===== src/rtl/bnc_fifo.sv =====
// bnc_fifo: small register queue used for the job and result queues
// standalone, no package dependency

module bnc_fifo #(
  parameter int unsigned WIDTH = 8,
  parameter int unsigned DEPTH = 2
) (
  input  logic             clk_i,
  input  logic             rst_ni,
  input  logic             push_i,
  input  logic [WIDTH-1:0] data_i,
  output logic             full_o,
  input  logic             pop_i,
  output logic [WIDTH-1:0] data_o,
  output logic             empty_o
);

  localparam int unsigned AW = (DEPTH > 1) ? $clog2(DEPTH) : 1;
  localparam int unsigned CW = $clog2(DEPTH + 1);

  logic [WIDTH-1:0] mem_q [DEPTH];
  logic [AW-1:0]    wr_ptr_q, wr_ptr_d;
  logic [AW-1:0]    rd_ptr_q, rd_ptr_d;
  logic [CW-1:0]    cnt_q, cnt_d;
  logic             push_ok, pop_ok;

  assign full_o  = (cnt_q == CW'(DEPTH));
  assign empty_o = (cnt_q == '0);
  assign data_o  = mem_q[rd_ptr_q];
  assign push_ok = push_i && !full_o;
  assign pop_ok  = pop_i && !empty_o;

  always_comb begin
    wr_ptr_d = wr_ptr_q;
    rd_ptr_d = rd_ptr_q;
    cnt_d    = cnt_q;
    if (push_ok) begin
      wr_ptr_d = (wr_ptr_q == AW'(DEPTH - 1)) ? '0 : wr_ptr_q + 1'b1;
    end
    if (pop_ok) begin
      rd_ptr_d = (rd_ptr_q == AW'(DEPTH - 1)) ? '0 : rd_ptr_q + 1'b1;
    end
    if (push_ok && !pop_ok) begin
      cnt_d = cnt_q + 1'b1;
    end else if (pop_ok && !push_ok) begin
      cnt_d = cnt_q - 1'b1;
    end
  end

  always_ff @(posedge clk_i or negedge rst_ni) begin
    if (!rst_ni) begin
      wr_ptr_q <= '0;
      rd_ptr_q <= '0;
      cnt_q    <= '0;
    end else begin
      wr_ptr_q <= wr_ptr_d;
      rd_ptr_q <= rd_ptr_d;
      cnt_q    <= cnt_d;
    end
  end

  always_ff @(posedge clk_i) begin
    if (push_ok) begin
      mem_q[wr_ptr_q] <= data_i;
    end
  end

endmodule


===== config.mk =====
export PLATFORM = sky130hd
export DESIGN_NAME = bnc_fifo
export DESIGN_NICKNAME = d
export VERILOG_FILES = /design/src/rtl/bnc_fifo.sv
export SDC_FILE = /design/constraint.sdc
export NUM_CORES = 1
export LEC_CHECK = 0
export ABC_AREA = 1
export ABC_CLOCK_PERIOD_IN_PS = 1400
export BUFFER_PORTS_ARGS = -buffer_cell sky130_fd_sc_hd__buf_2
export CAP_MARGIN = 20
export CELL_PAD_IN_SITES_DETAIL_PLACEMENT = 1
export CELL_PAD_IN_SITES_GLOBAL_PLACEMENT = 1
export CORE_ASPECT_RATIO = 0.9
export CORE_MARGIN = 2
export CORE_UTILIZATION = 34
export DETAILED_ROUTE_END_ITERATION = 10
export HOLD_SLACK_MARGIN = 0.05
export PLACE_DENSITY = 0.8
export SETUP_SLACK_MARGIN = 0.5
export SYNTH_ARGS = -nofsm -noshare
export SYNTH_HDL_FRONTEND = slang
export SYNTH_SLANG_ARGS = --single-unit

===== constraint.sdc =====
create_clock -name clk_i -period 1.4 [get_ports clk_i]
set_input_delay 0.21 -clock clk_i [delete_from_list [all_inputs] [get_ports clk_i]]
set_output_delay 0.21 -clock clk_i [all_outputs]
set_load 0.01 [all_outputs]

# After elaboration in Yosys (flattened, before gate mapping)

Memory sizes are Yosys's and may differ from the RTL's.
Index checks and enable logic that the tools add are counted.

Bits in registers: 4
Input port bits: 12
Memory bits (writable): 16
Logic and storage cells: 25
Memories kept: 1
Output and inout port bits: 10

Equal/unequal tests: 1
Add/sub/neg operators: 4
Muxes and demuxes: 6
Reductions and logical operators: 10

Memories:

| name  | depth | width | read ports | clocked after memory_dff | write ports | RTL line | RTL |
|---|---|---|---|---|---|---|---|
| mem_q | 2     | 8     | 1          | 0                        | 1           | 21       | `logic [WIDTH-1:0] mem_q [DEPTH];` |

Operators by type and width:

| cell                                             | number |
|---|---|
| logical AND 1 bit                                | 4 |
| zero test 1 bit                                  | 4 |
| two-way mux 1 bit                                | 4 |
| two-way mux 2 bit                                | 2 |
| adder 1 bit, second input constant               | 2 |
| adder 2 x 1 -> 2 bit, second input constant      | 1 |
| == test 2 bit, second input constant             | 1 |
| zero test 2 bit                                  | 1 |
| nonzero test 2 bit                               | 1 |
| subtractor 2 x 1 -> 2 bit, second input constant | 1 |

# Depth between registers and ports, before layout

Gate-level depths: netlist of run 1.

Word-level depth: 7
Depth in mapped cells: 9
Mapped depth without buffers: 9

# Least setup slack after synthesis of run 1

Ideal clock, no wire load.

Path kind: register to register
Start: register cnt_q[1]
End: memory mem_q[1][0] (enable)
Cell stages (with the launch flop): 4
Period minus slack after synthesis: 1.322 ns
Slack: 0.078 ns
Setup time: 0.371 ns
Data arrival time: 0.951 ns
Required time: 1.029 ns
Path buffers: 0
Cell sequence: dfrtp_1 -> inv_1 -> o21ai_0 -> nor2_1

Word-level cells in the longest chain between the ends: 5

Ends and longest elaborated chain:

| what                                    | RTL line | RTL |
|---|---|---|
| start: declaration                      | 24       | `logic [CW-1:0] cnt_q, cnt_d;` |
| start signal: assignment                | 58       | `cnt_q <= cnt_d;` |
| == test 2 bit                           | 27       | `assign full_o = (cnt_q == CW'(DEPTH));` |
| zero test 1 bit                         | 30       | `assign push_ok = push_i && !full_o;` |
| logical AND 1 bit                       | 30       |  |
| two-way mux 1 bit                       | 63       | `if (push_ok) begin` |
| two-way mux 1 bit (not written as such) | 64       | `mem_q[wr_ptr_q] <= data_i;` |
| end: declaration                        | 21       |  |

No other way between the ends.

# Final worst setup path of run 1

Start: register rd_ptr_q
End: output port data_o[4]

Word-level cells in the longest chain between the ends: 1

Ends and longest elaborated chain:

| what                     | RTL line | RTL |
|---|---|---|
| start: declaration       | 23       | `logic [AW-1:0] rd_ptr_q, rd_ptr_d;` |
| start signal: assignment | 57       | `rd_ptr_q <= rd_ptr_d;` |
| memory read (2 x 8 bit)  | --       |  |
| end: declaration         | 14       | `output logic [WIDTH-1:0] data_o,` |

No other way between the ends.

==> results of run 1 <==
## metrics by stage
| stage | setup WS, ns | std cells |
|---|---|---|
| finish | 0.02517 | 136 |
| global route | -0.03393 | 136 |
| CTS | 0.03332 | 134 |
| detailed placement | 0.009696 | 120 |
| global placement | 0.1083 | 120 |
| floorplan | 0.1507 | 73 |
## area by class of cell
type / count / area, um2 / share of cell area, %
Tap cell: 27 / 33.78 / 2.571
Inverter: 8 / 42.54 / 3.238
Timing Repair inverter: 1 / 5.005 / 0.3810
Timing Repair Buffer: 32 / 287.8 / 21.90
Clock buffer: 3 / 22.52 / 1.714
Sequential cell: 20 / 584.3 / 44.48
Multi-Input combinational cell: 44 / 334.1 / 25.43
Clock inverter: 1 / 3.754 / 0.2857
## registers in the layout, indices dropped and copies added, names as in the netlist
signal	flops
wr_ptr_q	1
rd_ptr_q	1
cnt_q	2
mem_q	16
## synth_stat cells
library cell | n | share of area (%)
sky130_fd_sc_hd__buf_2 | 1 | 0.62
sky130_fd_sc_hd__dfrtp_1 | 4 | 12
sky130_fd_sc_hd__edfxtp_1 | 16 | 59
sky130_fd_sc_hd__ha_1 | 1 | 1.5
sky130_fd_sc_hd__inv_1 | 7 | 3.2
sky130_fd_sc_hd__inv_2 | 1 | 0.46
sky130_fd_sc_hd__nand2_1 | 33 | 15
sky130_fd_sc_hd__nand3_1 | 1 | 0.62
sky130_fd_sc_hd__nand3b_1 | 1 | 0.93
sky130_fd_sc_hd__nand4_1 | 1 | 0.77
sky130_fd_sc_hd__nor2_1 | 2 | 0.93
sky130_fd_sc_hd__nor2_2 | 2 | 1.5
sky130_fd_sc_hd__o21ai_0 | 2 | 1.2
sky130_fd_sc_hd__xnor2_1 | 1 | 1.1
## power groups by stage
stage / Clock [mW] / Sequential, mW / Combinational [mW]
finish: 0.273 / 0.993 / 1.66
global route: 0.310 / 1.01 / 1.79
CTS: 0.276 / 0.950 / 1.39
detailed placement: 0 / 0.978 / 0.801
global placement: 0 / 0.963 / 0.762
floorplan: 0 / 0.913 / 0.598
## cells by family after synthesis
logic type,count (synthesis)
simple gates,40
flops,20
compound gates,2
fa+ha+maj,1
xor+xnor,1
buf+inv,9
## final timing paths
check                                from     endpoint  slack, ns  cells after the start
worst max register to register   cnt_q[1]     cnt_q[1]       0.03                      9
max in group asynchronous          rst_ni     rd_ptr_q       1.01                      2
worst min register to register   wr_ptr_q     wr_ptr_q       0.51                      2
min in group asynchronous          rst_ni     cnt_q[0]       0.25                      2
worst min-delay path            data_i[5]  mem_q[1][5]       0.09                      1
worst max-delay path             rd_ptr_q    data_o[4]       0.03                      4
## metal layers
layer  up-vias  wire length (um)
li1        311                 -
met4         0                46
met1       304               877
met3         4                49
met2        16              1280
met5         -                 0
## timing repair
| item | CTS | global route |
|---|---|---|
| setup endpoints to repair | 30 | 30 |
| hold buffers | 1 | 0 |
| gates cloned | 0 | 1 |
| pin swaps | 12 | 10 |
| buffers inserted | 9 | 1 |
| resized for setup | 31 | 22 |
| hold endpoints to repair | 4 | 0 |
==> summary.md, run 1 <==
| Metric | Value |
|---|---|
| Worst supply voltage drop on vdd | 1363 uV |
| Synth Area in XOR/XNOR | 1.082% |
| Critical-path maximum fanout | 5 |
| Number of synthesized register bits | 20 |
| Int Power | 1.770 mW |
| Layout Area Growth over Synthesis | 62.29% |
| Final setup skew | 0.006418 ns |
| Vias in the first global route | 697 |
| Final net count | 123 |
| Post-detail-place hpwl | 1213 um |
| Antenna diode count | 0 |
| Crit path max-delay family | flip-flops |
| Adder-cell share of the synthesized area | 1.546% |
| Maximum frequency from static timing analysis | 727.4 MHz |
| GR Layer Usage met1 | 19.00% |
| Full die area | 2788 um2 |
| Result of the run | completed |
| Deepest clock path buffer count | 2 |
| Final Critical Period | 1.375 ns |
| Fraction of the mapped netlist area in simple logic gates | 20.09% |
| Number of nets produced by synthesis | 86 |
| Endpoints failing hold | 0 |
| Post-route ant nets | 0 |
| CTS tree | built |
| Final setup violation count | 0 |
| Met2 Track Usage GR | 30.75% |
| # DRC | 0 |
| Worst-path cell chain | buf_6 > nand2_2 > nand2_2 > buf_6 |
| Drt total wl | 2253 um |
| Final total power | 2.921 mW |
| Pin count of the biggest net entering global routing | 12 |
| Number of DRC markers in iteration 0 | 5 |
| Overflow after GRT | 0 |
| Crit path capture type | output pin |
| Starting Density | 36.43% |
| Most Used Layer, Global Route | met2 |
| Avg Inst Size Synth | 11.09 um2 |
| # H-tree levels | 1 |
| Drt wl/cell | 16.57 um |
| Worst slew margin relative to its limit | 86.97% |
| Share of cell area taken by muxes after synthesis | 0% |
| Final core utilization | 59.12% |
| Final Wtd Congestion | 0.7522 |
| Path type of the worst setup path | flip-flop to output pin |
| Setup repair after global routing missed its margin | true |
| Antenna violations before repair | 0 |
| Slowest library cell on the worst path | sky130_fd_sc_hd__dfrtp_2 |
| Width of the die | 55.44 um |
| First-pass iteration count of the detailed router | 4 |
| Commonest cells after routing, fill and taps aside | sky130_fd_sc_hd__nand2_2 (18), sky130_fd_sc_hd__edfxtp_1 (16), sky130_fd_sc_hd__buf_6 (16) |
| Fraction of power spent switching nets | 39.43% |
| Switching power | 1.152 mW |
| Detail-routed via count per cell | 4.669 |
| Clock group share of total power | 9.3% |
| Required time worst endpoint | 1.19 ns |
| Clock edge transition at the registers on the reported setup and hold paths | 0.11 ns |
| Insertion delay to the later sink of the worst-skew pair | 0.30 ns |
| Worst Path Buf+Inv | 2 |
| Combined global-route utilization of all metal layers | 16.34% |
| Final critical-path share of the clock period | 98.20% |
| Gate power share | 56.7% |
| Accumulated negative setup slack | 0 ns |
| Total power per unit cell area | 2224 nW/um2 |
| Most common cell after layout, fill and taps aside | sky130_fd_sc_hd__nand2_2 |
| Fillers | 230 |
| CTS root buffer | sky130_fd_sc_hd__clkbuf_4 |
| Tightest Pin Transition | 0.1955 ns |
| Peak per-stage delay on the critical path | 0.47 ns |
| Ratio of cells with drive above 1 in the final layout | 66.97% |
| I/O pin cnt | 22 |
| Fraction of power consumed by sequential logic | 34.0% |
| # port buffers | 21 |
| Total number of yosys warnings | 0 |
| Fin area | 1314 um2 |
| Worst slack on hold paths | 0.08727 ns |
| Cell area after placement | 974.7 um2 |
| Number of distinct standard cells referenced by the synthesized netlist | 14 |
| Leakage component of the power | 0.5772 nW |
| Worst Path Arrival | 1.16 ns |
| Max Transition Viols Final | 0 |
| Clock buffers created by TritonCTS | 3 |
| Area inside the core boundary | 2222 um2 |
| Met3 GRT Util | 1.804% |
| Fraction of the yosys area taken by sequential cells | 71.72% |
| Chip height | 50.29 um |
| Worst setup SP type | flip-flop |
| Synthesized-area fraction occupied by ao, oa, aoi and oai cells | 1.236% |
| Number of sinks handled by clock tree synthesis | 20 |
| Syn Std Cell Area | 809.5 um2 |
| Via count | 635 |
| Dominant combinational cell family by area after synthesis | simple AND/OR/NAND/NOR gates |
| Hold crit path type | input port to flip-flop |
| Rows | 16 |
| MaxCap Viol Count | 0 |
| Number of instances in the synthesized netlist | 73 |
| First-pass GRT wire length | 3415 um |
Note: power is estimated with default switching activity, not from simulation.
==> run 2: changes to the inputs <==
Settings changed: ABC_CLOCK_PERIOD_IN_PS 1400 to 1630, CORE_UTILIZATION 34 to 35, PLACE_DENSITY 0.8 to 0.79.
Clock period 1.4 ns to 1.63 ns, I/O delays scaled along.
==> summary.md, run 2 (same netlist as run 1, synthesis figures left out) <==
| Metric | Value |
|---|---|
| Result of the run | completed |
| Total power per unit cell area | 1817 nW/um2 |
| Max Transition Viols Final | 0 |
| Max reg flops | 16 |
| Number of DRC markers in iteration 0 | 4 |
| Post-detail-place hpwl | 1145 um |
| Final setup skew | 0.005787 ns |
| Critical-path maximum fanout | 6 |
| Final setup violation count | 0 |
| Reg-to-reg startpoint | cnt_q[1] |
| Layout Area Growth over Synthesis | 50.23% |
| Critical Path Sink | data_o[6] |
| Vias in the first global route | 652 |
| Width of the die | 54.70 um |
| Drt total wl | 1856 um |
| Count of cells along the worst register-to-register path | 6 |
| Final net count | 122 |
| Hold crit path type | input port to flip-flop |
| Maximum frequency from static timing analysis | 721.7 MHz |
| Rows | 16 |
| # H-tree levels | 1 |
| Path type of the worst setup path | flip-flop to output pin |
| Crit path launch | rd_ptr_q |
| Worst slew margin relative to its limit | 85.45% |
| Clock buffers created by TritonCTS | 3 |
| CTS root buffer | sky130_fd_sc_hd__clkbuf_4 |
| Worst supply voltage drop on vdd | 995.4 uV |
| Fillers | 245 |
| Antenna violations before repair | 0 |
| # DRC | 0 |
| Slowest library cell on the worst path | sky130_fd_sc_hd__dfrtp_2 |
| Accumulated negative setup slack | 0 ns |
| CTS tree | built |
| Final critical-path share of the clock period | 85.01% |
| Commonest cells after routing, fill and taps aside | sky130_fd_sc_hd__nand2_1 (22), sky130_fd_sc_hd__buf_2 (18), sky130_fd_sc_hd__edfxtp_1 (16) |
| Endpoints failing hold | 0 |
| Worst flop-to-flop path endpoint | mem_q[1][4] |
| Insertion delay to the later sink of the worst-skew pair | 0.29 ns |
| Starting Density | 37.10% |
| Startpoint of the worst hold path | data_i[7] |
| Chip height | 49.63 um |
| Worst setup SP type | flip-flop |
| Slack of the worst reg-to-reg path | 0.28 ns |
| Final Wtd Congestion | 0.8258 |
| Combined global-route utilization of all metal layers | 14.65% |
| Overflow after GRT | 0 |
| Peak per-stage delay on the critical path | 0.47 ns |
| # port buffers | 21 |
| First-pass GRT wire length | 2677 um |
| Worst Path Arrival | 1.14 ns |
| Worst-path cell chain | buf_12 > nand2_2 > nand2_1 > buf_2 |
| MaxCap Viol Count | 0 |
| First-pass iteration count of the detailed router | 2 |
| Required time worst endpoint | 1.39 ns |
| Fin area | 1216 um2 |
| Drt wl/cell | 13.75 um |
| I/O pin cnt | 22 |
| Post-route ant nets | 0 |
| Cell area after placement | 952.2 um2 |
| Antenna diode count | 0 |
| Ratio of cells with drive above 1 in the final layout | 55.56% |
| Setup repair after global routing missed its margin | true |
| Clock edge transition at the registers on the reported setup and hold paths | 0.11 ns |
| Leakage component of the power | 0.5521 nW |
| Full die area | 2714 um2 |
| Final Critical Period | 1.386 ns |
| Detail-routed via count per cell | 4.585 |
| Pin count of the biggest net entering global routing | 12 |
| Regs by FF count | mem_q (16), cnt_q (2) |
| Via count | 619 |
| Largest register by flop count | mem_q |
| Tightest Pin Transition | 0.2182 ns |
| Crit path capture type | output pin |
| Number of sinks handled by clock tree synthesis | 20 |
| Area inside the core boundary | 2182 um2 |
| Deepest clock path buffer count | 2 |
| Most common cell after layout, fill and taps aside | sky130_fd_sc_hd__nand2_1 |
-- run 2: report_power, final --
| part | internal [mW] | switching (mW) | total (mW) |
|---|---|---|---|
| clock | 0.0890 | 0.142 | 0.231 |
| combinational | 0.563 | 0.589 | 1.15 |
| sequential | 0.716 | 0.110 | 0.826 |
-- run 2: repair_timing --
item	4_1_cts	5_1_grt
pin swaps	9	6
setup endpoints to repair	28	28
endpoints found under the hold margin	4	0
buffers inserted	8	2
resized for setup	17	21
hold buffers	1	0
-- run 2: per-layer routing --
| layer | part of all wire [%] | global-route usage [%] | wire (um) |
|---|---|---|---|
| met1 | 34 | 14.74 | 639 |
| met2 | 61 | 26.39 | 1136 |
| met3 | 2.7 | 1.818 | 51 |
| met4 | 1.5 | 10.00 | 28 |
| met5 | 0 | 0 | 0 |
-- run 2: worst min-delay path by stage --
stage | cells after the start | endpoint
2_1_floorplan | 0 | cnt_q[0]
3_3_place_gp | 1 | rd_ptr_q
3_5_place_dp | 1 | rd_ptr_q
4_1_cts | 1 | mem_q[0][7]
5_1_grt | 1 | mem_q[1][4]
6_report | 1 | mem_q[0][7]
-- run 2: layout make-up --
class                      instances  area, um2  area share, %
tap                               27      33.78          2.778
clock inverter                     1      3.754         0.3086
multi-input combinational         44      296.5          24.38
clock buffer                       3      22.52          1.852
sequential                        20      583.1          47.94
inverter                           8      40.04          3.292
timing repair buffer              32      236.5          19.44
-- run 2: metrics by stage --
stage | cells | util (%) | power, mW | hold WS (ns) | setup slack (ns)
finish | 135 | 55.73 | 2.209 | 0.1314 | 0.2444
CTS | 133 | 51.38 | 1.975 | 0.1225 | 0.2420
floorplan | 73 | - | 1.230 | -0.05109 | 0.3805
detailed placement | 120 | 43.64 | 1.467 | 0.06043 | 0.3013
global placement | 120 | 43.64 | 1.429 | 0.05881 | 0.3089
global route | 135 | 55.73 | 2.363 | 0.1267 | 0.1723
-- run 2: critical path: cells and delay by family, from the launching register on --
family,cells,cell delay (ns)
buffers and inverters,2,0.29
flip-flops,1,0.47
AND/OR/NAND/NOR,2,0.09
