===== src/rtl/bnc_pkg.sv =====
// bnc_pkg: shared widths, register indexes and transfer structs for box_neighbor_count
// no dependencies; used by every module under rtl except bnc_fifo

package bnc_pkg;

  localparam int unsigned MaxGrains = 64;   // default set size limit, range 2 to 64
  localparam int unsigned CoordW    = 24;   // centroid coordinate width, 8 fraction bits
  localparam int unsigned DiamW     = 24;   // diameter width, 8 fraction bits
  localparam int unsigned SumW      = 30;   // running diameter sum width
  localparam int unsigned NumW      = 7;    // grain numbers and counts, up to 64
  localparam int unsigned CfgIdxW   = 2;
  localparam int unsigned JobDepth  = 2;
  localparam int unsigned ResDepth  = 4;

  localparam logic [CfgIdxW-1:0] CfgCollapseX = 2'd0;
  localparam logic [CfgIdxW-1:0] CfgCollapseY = 2'd1;
  localparam logic [CfgIdxW-1:0] CfgCollapseZ = 2'd2;

  typedef logic signed [CoordW-1:0] coord_t;

  typedef struct packed {
    coord_t x;
    coord_t y;
    coord_t z;
  } pos_t;

  // position write from the loader into the back end store
  typedef struct packed {
    logic            we;
    logic [NumW-1:0] addr;
    pos_t            pos;
  } wr_t;

  // one loaded set handed from front to back
  typedef struct packed {
    logic [NumW-1:0] n;
    logic [SumW-1:0] sum;
  } job_t;

  typedef struct packed {
    logic [NumW-1:0] grain;
    logic [NumW-1:0] count;
    logic            last;
  } res_t;

endpackage


===== src/rtl/bnc_front.sv =====
// bnc_front: config registers, grain loader and diameter accumulator
// depends on bnc_pkg; feeds the store write port and the job queue

module bnc_front #(
  parameter int unsigned MAX_GRAINS = bnc_pkg::MaxGrains
) (
  input  logic                         clk_i,
  input  logic                         rst_ni,
  input  logic                         cfg_we_i,
  input  logic [bnc_pkg::CfgIdxW-1:0]  cfg_idx_i,
  input  logic                         cfg_data_i,
  input  logic                         push_i,
  output logic                         full_o,
  input  bnc_pkg::coord_t              centroid_x_i,
  input  bnc_pkg::coord_t              centroid_y_i,
  input  bnc_pkg::coord_t              centroid_z_i,
  input  logic [bnc_pkg::DiamW-1:0]    diameter_i,
  input  logic                         last_grain_i,
  input  logic                         done_i,
  output bnc_pkg::wr_t                 wr_o,
  output logic                         job_push_o,
  output bnc_pkg::job_t                job_o
);

  logic                       collapse_x_q, collapse_y_q, collapse_z_q;
  logic [bnc_pkg::NumW-1:0]   count_q, count_d, n_next;
  logic [bnc_pkg::SumW-1:0]   sum_q, sum_d, sum_next;
  logic                       hold_q, hold_d;
  logic                       accept, room;

  // held off from the last grain of a set until the back end is done with it
  assign full_o = hold_q;
  assign accept = push_i && !hold_q;
  assign room   = (count_q < bnc_pkg::NumW'(MAX_GRAINS));

  assign n_next   = room ? count_q + 1'b1 : count_q;
  assign sum_next = room ? sum_q + bnc_pkg::SumW'(diameter_i) : sum_q;

  always_comb begin
    wr_o.we    = accept && room;
    wr_o.addr  = count_q;
    wr_o.pos.x = collapse_x_q ? '0 : centroid_x_i;
    wr_o.pos.y = collapse_y_q ? '0 : centroid_y_i;
    wr_o.pos.z = collapse_z_q ? '0 : centroid_z_i;
    job_o.n    = n_next;
    job_o.sum  = sum_next;
    job_push_o = 1'b0;
    count_d    = count_q;
    sum_d      = sum_q;
    hold_d     = hold_q;
    if (done_i) begin
      hold_d = 1'b0;
    end
    if (accept) begin
      if (last_grain_i) begin
        job_push_o = 1'b1;
        count_d    = '0;
        sum_d      = '0;
        hold_d     = 1'b1;
      end else begin
        count_d = n_next;
        sum_d   = sum_next;
      end
    end
  end

  always_ff @(posedge clk_i or negedge rst_ni) begin
    if (!rst_ni) begin
      collapse_x_q <= 1'b0;
      collapse_y_q <= 1'b0;
      collapse_z_q <= 1'b0;
      count_q      <= '0;
      sum_q        <= '0;
      hold_q       <= 1'b0;
    end else begin
      count_q <= count_d;
      sum_q   <= sum_d;
      hold_q  <= hold_d;
      if (cfg_we_i) begin
        case (cfg_idx_i)
          bnc_pkg::CfgCollapseX: collapse_x_q <= cfg_data_i;
          bnc_pkg::CfgCollapseY: collapse_y_q <= cfg_data_i;
          bnc_pkg::CfgCollapseZ: collapse_z_q <= cfg_data_i;
          default: ;
        endcase
      end
    end
  end

endmodule


===== config.mk =====
export PLATFORM = sky130hd
export DESIGN_NAME = bnc_front
export DESIGN_NICKNAME = d
export VERILOG_FILES = /design/src/rtl/bnc_pkg.sv /design/src/rtl/bnc_front.sv
export SDC_FILE = /design/constraint.sdc
export NUM_CORES = 1
export LEC_CHECK = 0
export BUFFER_PORTS_ARGS = -buffer_cell sky130_fd_sc_hd__buf_2
export CORE_ASPECT_RATIO = 0.6
export CORE_UTILIZATION = 40
export DETAILED_ROUTE_END_ITERATION = 7
export PLACE_DENSITY_LB_ADDON = 0.08
export SLEW_MARGIN = 15
export SYNTH_ARGS = -nofsm -noshare
export SYNTH_HDL_FRONTEND = slang
export SYNTH_SLANG_ARGS = --single-unit

===== constraint.sdc =====
create_clock -name clk_i -period 4.85 [get_ports clk_i]
set_input_delay 0.485 -clock clk_i [delete_from_list [all_inputs] [get_ports clk_i]]
set_output_delay 0.485 -clock clk_i [all_outputs]
set_load 0.005 [all_outputs]

======== Yosys cells after proc, flatten, opt, wreduce, memory -nomap -nowiden ========
Cells that the tools add are included.
word-level totals
  flip-flop bits (word level) ............. 41
  bits of input ports ..................... 105
  output and inout bits ................... 119
  word-level logic and storage cells ...... 30
operators by class
  add/sub/neg operators ................... 2
  order comparisons ....................... 1
  eq/ne operators ......................... 2
  muxes and demuxes ....................... 12
  reduce and logical (&&, ||, !) cells .... 7
operators by type and width
  cell                   number
  $mux W24               3
  $mux W30               2
  $add A30 B24 Y30       1
  $mux W7                2
  $add A7 B1 Y7 const B  1
  $lt A7 B7 Y1 const B   1
  $reduce_and A2 Y1      3
  $mux W1                5
  $eq A2 B1 Y1 const B   1
  $eq A2 B2 Y1 const B   1
  $logic_and A1 B1 Y1    2
  $logic_not A2 Y1       1
  $logic_not A1 Y1       1

======== Longest topological paths before layout ========
Gate-level depths: netlist of the first run.
  depth in word-level cells ............... 3
  mapped depth ............................ 10
  mapped depth without buffers ............ 10

======== Worst setup path after synthesis of the first run ========
Ideal clock, no wire load.
  kind .................................... in2out
  start point ............................. in diameter_i[0] (netlist name)
  end point ............................... out job_o[22] (netlist name)
  arrival ................................. 2295 ps
  setup slack ............................. 2070 ps
  stages .................................. 10
  path through ............................ ha_1 -> inv_1 -> fa_1 -> and2b_1 -> o2111ai_2 -> a21oi_2 -> or3_1 -> a21oi_2 -> nor4b_1 -> a211oi_1
RTL lines
  element      line             source
  from (decl)  bnc_front.sv:17  input logic [bnc_pkg::DiamW-1:0] diameter_i,
  to (decl)    bnc_front.sv:22  output bnc_pkg::job_t job_o

==> flow_summary.toml, run 1 <==
[timing]
fmaxAchievable_mhz = 284
tightest_slew_ps = 1080
timing.final.crit_period_ps = 3520
relSlewSlack_pct = 27.5
timing.final.ws_setup_ps = 1330
hold_violation_total_from_the_final_report = 0
layout_worst_path_cycle_share_pct = 72.6
setup_repair_after_global_routing_missed_its_margin = "false"
final_max_slew_viol_count = 0
finalSetupViolations = 0
final_skew_ps = 6.55
timing.setup.tns_ps = 0

[placement]
dp.final_hpwl_mm = 10.2
io_buffer_count = 223
placed_cell_area_mm2 = 0.00519
pre_cts_slack_ps = 1530
globalplace.congestion = 0.933

[global_route]
gr_met1_demand_resource_pct = 37.7
grt_util_met2_pct = 37.2
overall_global_routing_usage_pct = 25.0
global_route.peak_usage_layer = "met1"
grt_pass1_vias = 3986
grt_antenna_before_repair = 0
grt_remaining_overflow = 0
grt.met3_usage_pct = 3.95
grt_pass1_wl_mm = 20.2
pin_count_of_the_biggest_net_entering_global_routing = 45

[die]
initial_utilization_pct = 42.4
pin_count = 224
die-area_mm2 = 0.0104
floorplan.die.height_um = 79.4
floorplan.rows = 27
die_w_um = 131
floorplan.core_area_mm2 = 0.00943

[power]
power_per_cell_area_mw_per_mm2 = 516
ir_worst_vdd_v = 0.000263
power.leakage_uw = 0.00274

[critical_path]
regToRegEndpoint = "sum_q[20]"
worst_setup_path_startpoint = "sum_q[0]"
crit_path_max_fanout = 5
setup.worst_path.end_class = "output pin"
cp_data_required_time_ps = 4370
rrSetupSlack_ps = 2100
timing.critical_path.from_type = "flip-flop"
worst_setup_path_endpoint = "job_o[20]"
worst_r2r_startpoint = "sum_q[0]"
critical_path.n_buffers_inverters = 2
critical_path.cell_chain = "ha_1, inv_1, fa_1, and2b_1, o2111ai_2, a21oi_2, nor3_1, o31a_1, nor3_1, a311oi_1, buf_2"
worstRegToRegCells = 10
top_family_by_delay_on_critical_path = "compound AO/OA/AOI/OAI gates"
cp.arrival_ps = 3040
cpMostUsedCell = "sky130_fd_sc_hd__nor3_1"
worst-path-stages = 11
crit_path_max_delay_cell_type = "sky130_fd_sc_hd__nor3_1"
critical_path_class = "flip-flop to output pin"
crit_path_max_incr_delay_ps = 400

[logic_synthesis]
synth_top_family_by_area = "simple AND/OR/NAND/NOR gates"
yosys_warnings = 0
synthCells = 511
post_synth_instance_area_mm2 = 0.00399
postSynth.topFlopCell = "sky130_fd_sc_hd__dfrtp_1"
synth_seq_area_share_pct = 25.7
synth_fp_nets = 642
synth_compound_area_share_pct = 23.4
synth_register_bits = 41
yosys.area_share.adder_pct = 8.33
synthSimpleGateAreaFrac_pct = 29.3
synth_edf_count = 0
yosys.cell_types.count = 61
xor_xnor_fraction_of_synth_area_pct = 6.80
synth.area.mux_share_pct = 2.44
postSynthAreaPerCell_um2 = 7.82
asyncSetResetFlopFracSynth_pct = 100

[clock_tree]
cts-hold-fix-buffers = 0
worst_skew_pair.late_latency_ps = 300
cts-htree-levels = 2
cts_root_buffer = "sky130_fd_sc_hd__clkbuf_16"
cts_setup_buffers = 0
buffers_from_clock_root_to_sink_at_most = 2
cts_resized = 0
tritoncts_clock_tree = "yes"
cts_inserted_buffers = 5
clk_pin_slew_worst_paths_ps = 70
numClockSinks = 41

[detailed_routing]
dr_vias = 4492
route.detailed.wl_per_inst_um = 15.6
vias_per_cell = 5.30
drt_iter0_drc = 330
detail_route.first_pass.iterations = 5
drt.antenna.violating_nets = 0
route.detailed.drc = 0
wl_mm = 13.2

[layout]
postLayoutCellArea_mm2 = 0.00536
antennaDiodeCount = 0
layout-drive-gt1-share_pct = 34.7
syn_to_final_growth_pct = 34.1
num-nets-final = 848

[flow_run]
timing.max_cap.violations = 0

[min_path]
hold_path_class = "input pin to asynchronous set/reset pin"

[run_status]
outcome = "finished clean"
==> flip-flops by register name, indices dropped and copies added (netlist names) <==
register / cells
collapse_y_q: 1
sum_q: 30
collapse_x_q: 1
collapse_z_q: 1
full_o: 1
count_q: 7
==> per-stage QoR <==
stage / instances / total power [uW] / util (%) / hold slack, ps
after floorplan: 511 / 1720 / - / 189
after global placement: 840 / 2310 / 55.0 / 492
after detailed placement: 840 / 2340 / 55.0 / 500
after CTS: 848 / 2760 / 56.8 / 360
after global routing: 848 / 3010 / 56.8 / 373
final: 848 / 2760 / 56.8 / 355
==> cells in the final DEF, fill, tap and decap left out, types with 9 or more instances in the layout <==
| cell type | instances |
|---|---|
| sky130_fd_sc_hd__o21ai_0 | 44 |
| sky130_fd_sc_hd__nand3_1 | 14 |
| sky130_fd_sc_hd__inv_1 | 16 |
| sky130_fd_sc_hd__xor2_1 | 9 |
| sky130_fd_sc_hd__nand2_1 | 67 |
| sky130_fd_sc_hd__nor2_1 | 22 |
| sky130_fd_sc_hd__a22o_1 | 16 |
| sky130_fd_sc_hd__buf_2 | 223 |
| sky130_fd_sc_hd__xnor2_1 | 22 |
| sky130_fd_sc_hd__a21oi_1 | 28 |
| sky130_fd_sc_hd__nor2b_1 | 74 |
| sky130_fd_sc_hd__nand4_1 | 12 |
| sky130_fd_sc_hd__dfrtp_1 | 41 |
| sky130_fd_sc_hd__ha_1 | 25 |
==> cell type report <==
| class | count | area, um2 |
|---|---|---|
| Clock buffer | 5 | 125 |
| Inverter | 16 | 60.1 |
| Sequential cell | 41 | 1030 |
| Multi-Input combinational cell | 428 | 2810 |
| Fill cell | 907 | 4070 |
| Timing Repair Buffer | 225 | 1130 |
| Tap cell | 130 | 163 |
| Clock inverter | 3 | 46.3 |
==> how the worst min path moves through the flow <==
stage,to,startpoint,slack [ps],cells past startpoint
after floorplan,collapse_x_q,rst_ni,190,0
after global placement,sum_q[10],sum_q[10],490,2
after detailed placement,sum_q[28],sum_q[28],500,2
after CTS,full_o,done_i,360,2
after global routing,full_o,done_i,370,2
final,sum_q[5],rst_ni,360,1
==> where the power goes <==
part	internal (uW)	switching, uW	total, uW
combinational	771	983	1750
clock	244	157	401
sequential	462	148	609
==> cell usage after synthesis, types with 6 or more instances <==
| master | instances | area (um2) |
|---|---|---|
| sky130_fd_sc_hd__a21o_1 | 7 | 52.6 |
| sky130_fd_sc_hd__a21oi_1 | 28 | 140 |
| sky130_fd_sc_hd__a22o_1 | 16 | 140 |
| sky130_fd_sc_hd__clkbuf_1 | 22 | 82.6 |
| sky130_fd_sc_hd__dfrtp_1 | 41 | 1030 |
| sky130_fd_sc_hd__ha_1 | 25 | 313 |
| sky130_fd_sc_hd__inv_1 | 16 | 60.1 |
| sky130_fd_sc_hd__mux2_2 | 6 | 67.6 |
| sky130_fd_sc_hd__nand2_1 | 67 | 251 |
| sky130_fd_sc_hd__nand3_1 | 14 | 70.1 |
| sky130_fd_sc_hd__nand4_1 | 12 | 75.1 |
| sky130_fd_sc_hd__nor2_1 | 22 | 82.6 |
| sky130_fd_sc_hd__nor2b_1 | 74 | 463 |
| sky130_fd_sc_hd__nor3_1 | 6 | 30.0 |
| sky130_fd_sc_hd__o21ai_0 | 44 | 220 |
| sky130_fd_sc_hd__o21ai_1 | 6 | 30.0 |
| sky130_fd_sc_hd__xnor2_1 | 22 | 193 |
| sky130_fd_sc_hd__xor2_1 | 9 | 78.8 |
==> metal layers <==
metal  routed length [um]  part of all wire, %  up-vias
met4                   94                 0.71        0
met1                 6540                   49     2127
met5                    0                    0        -
met3                  799                  6.0       10
li1                     -                    -     2214
met2                 5790                   44      141
==> worst reg2reg max path: stages (launching register included) <==
cell and delay, ps:
sky130_fd_sc_hd__dfrtp_1 370, sky130_fd_sc_hd__ha_1 170, sky130_fd_sc_hd__inv_1 50, sky130_fd_sc_hd__fa_1 400, sky130_fd_sc_hd__and2b_1 250, sky130_fd_sc_hd__o2111ai_2 130, sky130_fd_sc_hd__a21oi_2 190, sky130_fd_sc_hd__nor3_1 110
sky130_fd_sc_hd__o31a_1 390, sky130_fd_sc_hd__or4_1 540, sky130_fd_sc_hd__nand3_1 90
==> logic make-up after synthesis <==
| group | Yosys count |
|---|---|
| buffers and inverters | 42 |
| AND/OR/NAND/NOR | 223 |
| adder cells (fa/ha/maj) | 26 |
| multiplexers | 9 |
| flip-flops | 41 |
| AO/OA/AOI/OAI | 139 |
| XOR/XNOR | 31 |
No activity file was read; power rests on OpenSTA's default activity.
==> run 2, diff against run 1 <==
- clock period: 4.85 -> 3 ns (I/O delays scaled with it)
==> run 2 against run 1 <==
Total power rose by 69%; critical path type unchanged; clock-buffer cell count stayed put; critical endpoint is now job_o[16]; first-iteration DRC count fell by 14%; combinational power increased by 75%; the flow now finishes with violations (setup timing); register-to-register slack got worse by 1900 ps; clock power is 59% higher; sequential share of layout area is 0.76 points lower; highest routed layer unchanged.
==> flow_summary.toml, run 2 (synthesis gave the netlist of run 1 again) <==
[critical_path]
timing.critical_path.from_type = "flip-flop"
worst_setup_path_startpoint = "sum_q[0]"
cp_data_required_time_ps = 2700
critical_path.cell_chain = "ha_2, inv_2, fa_2, and2b_1, o2111ai_2, a21oi_2, nor3_2, o31a_1, xnor2_2, o21ai_1, buf_2"
rrSetupSlack_ps = 170
worst_r2r_startpoint = "sum_q[0]"
crit_path_max_fanout = 4
critical_path.n_buffers_inverters = 2
cp.arrival_ps = 2750
regToRegEndpoint = "sum_q[20]"
worstRegToRegCells = 11
critical_path_class = "flip-flop to output pin"
setup.worst_path.end_class = "output pin"
crit_path_max_delay_cell_type = "sky130_fd_sc_hd__o31a_1"
top_family_by_delay_on_critical_path = "compound AO/OA/AOI/OAI gates"
crit_path_max_incr_delay_ps = 410

[clock_tree]
worst_skew_pair.late_latency_ps = 290
buffers_from_clock_root_to_sink_at_most = 2
cts_inserted_buffers = 5
tritoncts_clock_tree = "yes"
clk_pin_slew_worst_paths_ps = 60
cts-htree-levels = 2
numClockSinks = 41
cts_root_buffer = "sky130_fd_sc_hd__clkbuf_16"

[run_status]
outcome = "finished with violations"
violations = "setup timing"

[die]
floorplan.core_area_mm2 = 0.00943
floorplan.die.height_um = 79.4
initial_utilization_pct = 42.4
die_w_um = 131
die-area_mm2 = 0.0104
pin_count = 224
floorplan.rows = 27

[detailed_routing]
route.detailed.wl_per_inst_um = 15.7
dr_vias = 4548
wl_mm = 13.6
drt.antenna.violating_nets = 0
drt_iter0_drc = 284
detail_route.first_pass.iterations = 7
vias_per_cell = 5.27
route.detailed.drc = 0

[layout]
largest_reg_flops = 30
antennaDiodeCount = 0
top_register = "sum_q"
commonest_non_fill_non_tap_cells_in_the_layout = "sky130_fd_sc_hd__buf_2, sky130_fd_sc_hd__nor2b_1, sky130_fd_sc_hd__nand2_1, sky130_fd_sc_hd__o21ai_0, sky130_fd_sc_hd__dfrtp_1"
most_common_library_cell_in_the_layout_ignoring_fill_and_taps = "sky130_fd_sc_hd__buf_2"
syn_to_final_growth_pct = 39.7
postLayoutCellArea_mm2 = 0.00558
fillerInstances = 909
layout.cells.non_filler = 863
layout-drive-gt1-share_pct = 39.0
num-nets-final = 863
layout_top_registers = "sum_q: 30 flops, count_q: 7 flops"

[min_path]
hold_path_class = "input pin to asynchronous set/reset pin"

[placement]
globalplace.congestion = 0.941
placed_cell_area_mm2 = 0.00524
dp.final_hpwl_mm = 10.4
io_buffer_count = 223
pre_cts_slack_ps = 86.1
number_of_placed_cells_counting_well_taps = 847

[global_route]
grt_remaining_overflow = 0
grt_pass1_wl_mm = 20.3
pin_count_of_the_biggest_net_entering_global_routing = 42
grt_antenna_before_repair = 0
grt_pass1_vias = 4024
overall_global_routing_usage_pct = 25.1

[flow_run]
timing.max_cap.violations = 0

[timing]
layout_worst_path_cycle_share_pct = 102
final_max_slew_viol_count = 0
setup_repair_after_global_routing_missed_its_margin = "true"
timing.final.ws_setup_ps = -48.3
fmaxAchievable_mhz = 328
finalSetupViolations = 3
timing.hold.ws_ps = 165
final_skew_ps = 2.23
tightest_slew_ps = 1050
relSlewSlack_pct = 30.0
timing.setup.tns_ps = -97.2
hold_violation_total_from_the_final_report = 0
timing.final.crit_period_ps = 3050

[power]
power_per_cell_area_mw_per_mm2 = 840
power.leakage_uw = 0.00282
ir_worst_vdd_v = 0.000336
run 2: per-stage QoR:
stage	utilization (%)	total power (uW)
floorplan	-	2780
global route	59.2	5090
CTS	58.3	4580
finish	59.2	4680
global placement	55.6	3760
detailed placement	55.6	3820
run 2: repair_timing:
item / CTS / global route
cloned: 0 / 0
buffers inserted: 5 / 3
endpoints found under the setup margin: 10 / 16
resized for setup: 13 / 15
hold endpoints to repair: 0 / 0
pin swaps: 14 / 14
hold buffers: 0 / 0
run 2: worst max path at each step:
stage / to / slack (ps) / depth (start not counted)
after floorplan: job_o[22] / 520 / 10
after global placement: job_o[18] / 130 / 12
after detailed placement: job_o[18] / 90 / 12
after CTS: job_o[26] / -20 / 11
after global routing: job_o[16] / -200 / 11
final: job_o[16] / -50 / 11
run 2: final cells by class:
class | instances | area [um2] | area share, %
Multi-Input combinational cell | 428 | 2920 | 52.3
Tap cell | 130 | 163 | 2.91
Clock buffer | 5 | 125 | 2.24
Timing Repair Buffer | 240 | 1240 | 22.3
Sequential cell | 41 | 1030 | 18.4
Inverter | 16 | 60.1 | 1.08
Clock inverter | 3 | 46.3 | 0.830
run 2: layer usage:
layer  up-vias  GRT usage [%]  share of wire [%]
li1       2252              -                  -
met1      2130           36.6                 47
met3         7           4.36                6.9
met2       159           39.0                 45
met4         0           4.02               0.52
met5         -              0                  0
run 2: power by group:
part / total (uW) / leakage, uW / switching [uW] / internal (uW)
Combinational: 3060 / 0.00221 / 1670 / 1390
Clock: 639 / 0.0000800 / 245 / 394
Sequential: 987 / 0.000531 / 241 / 747
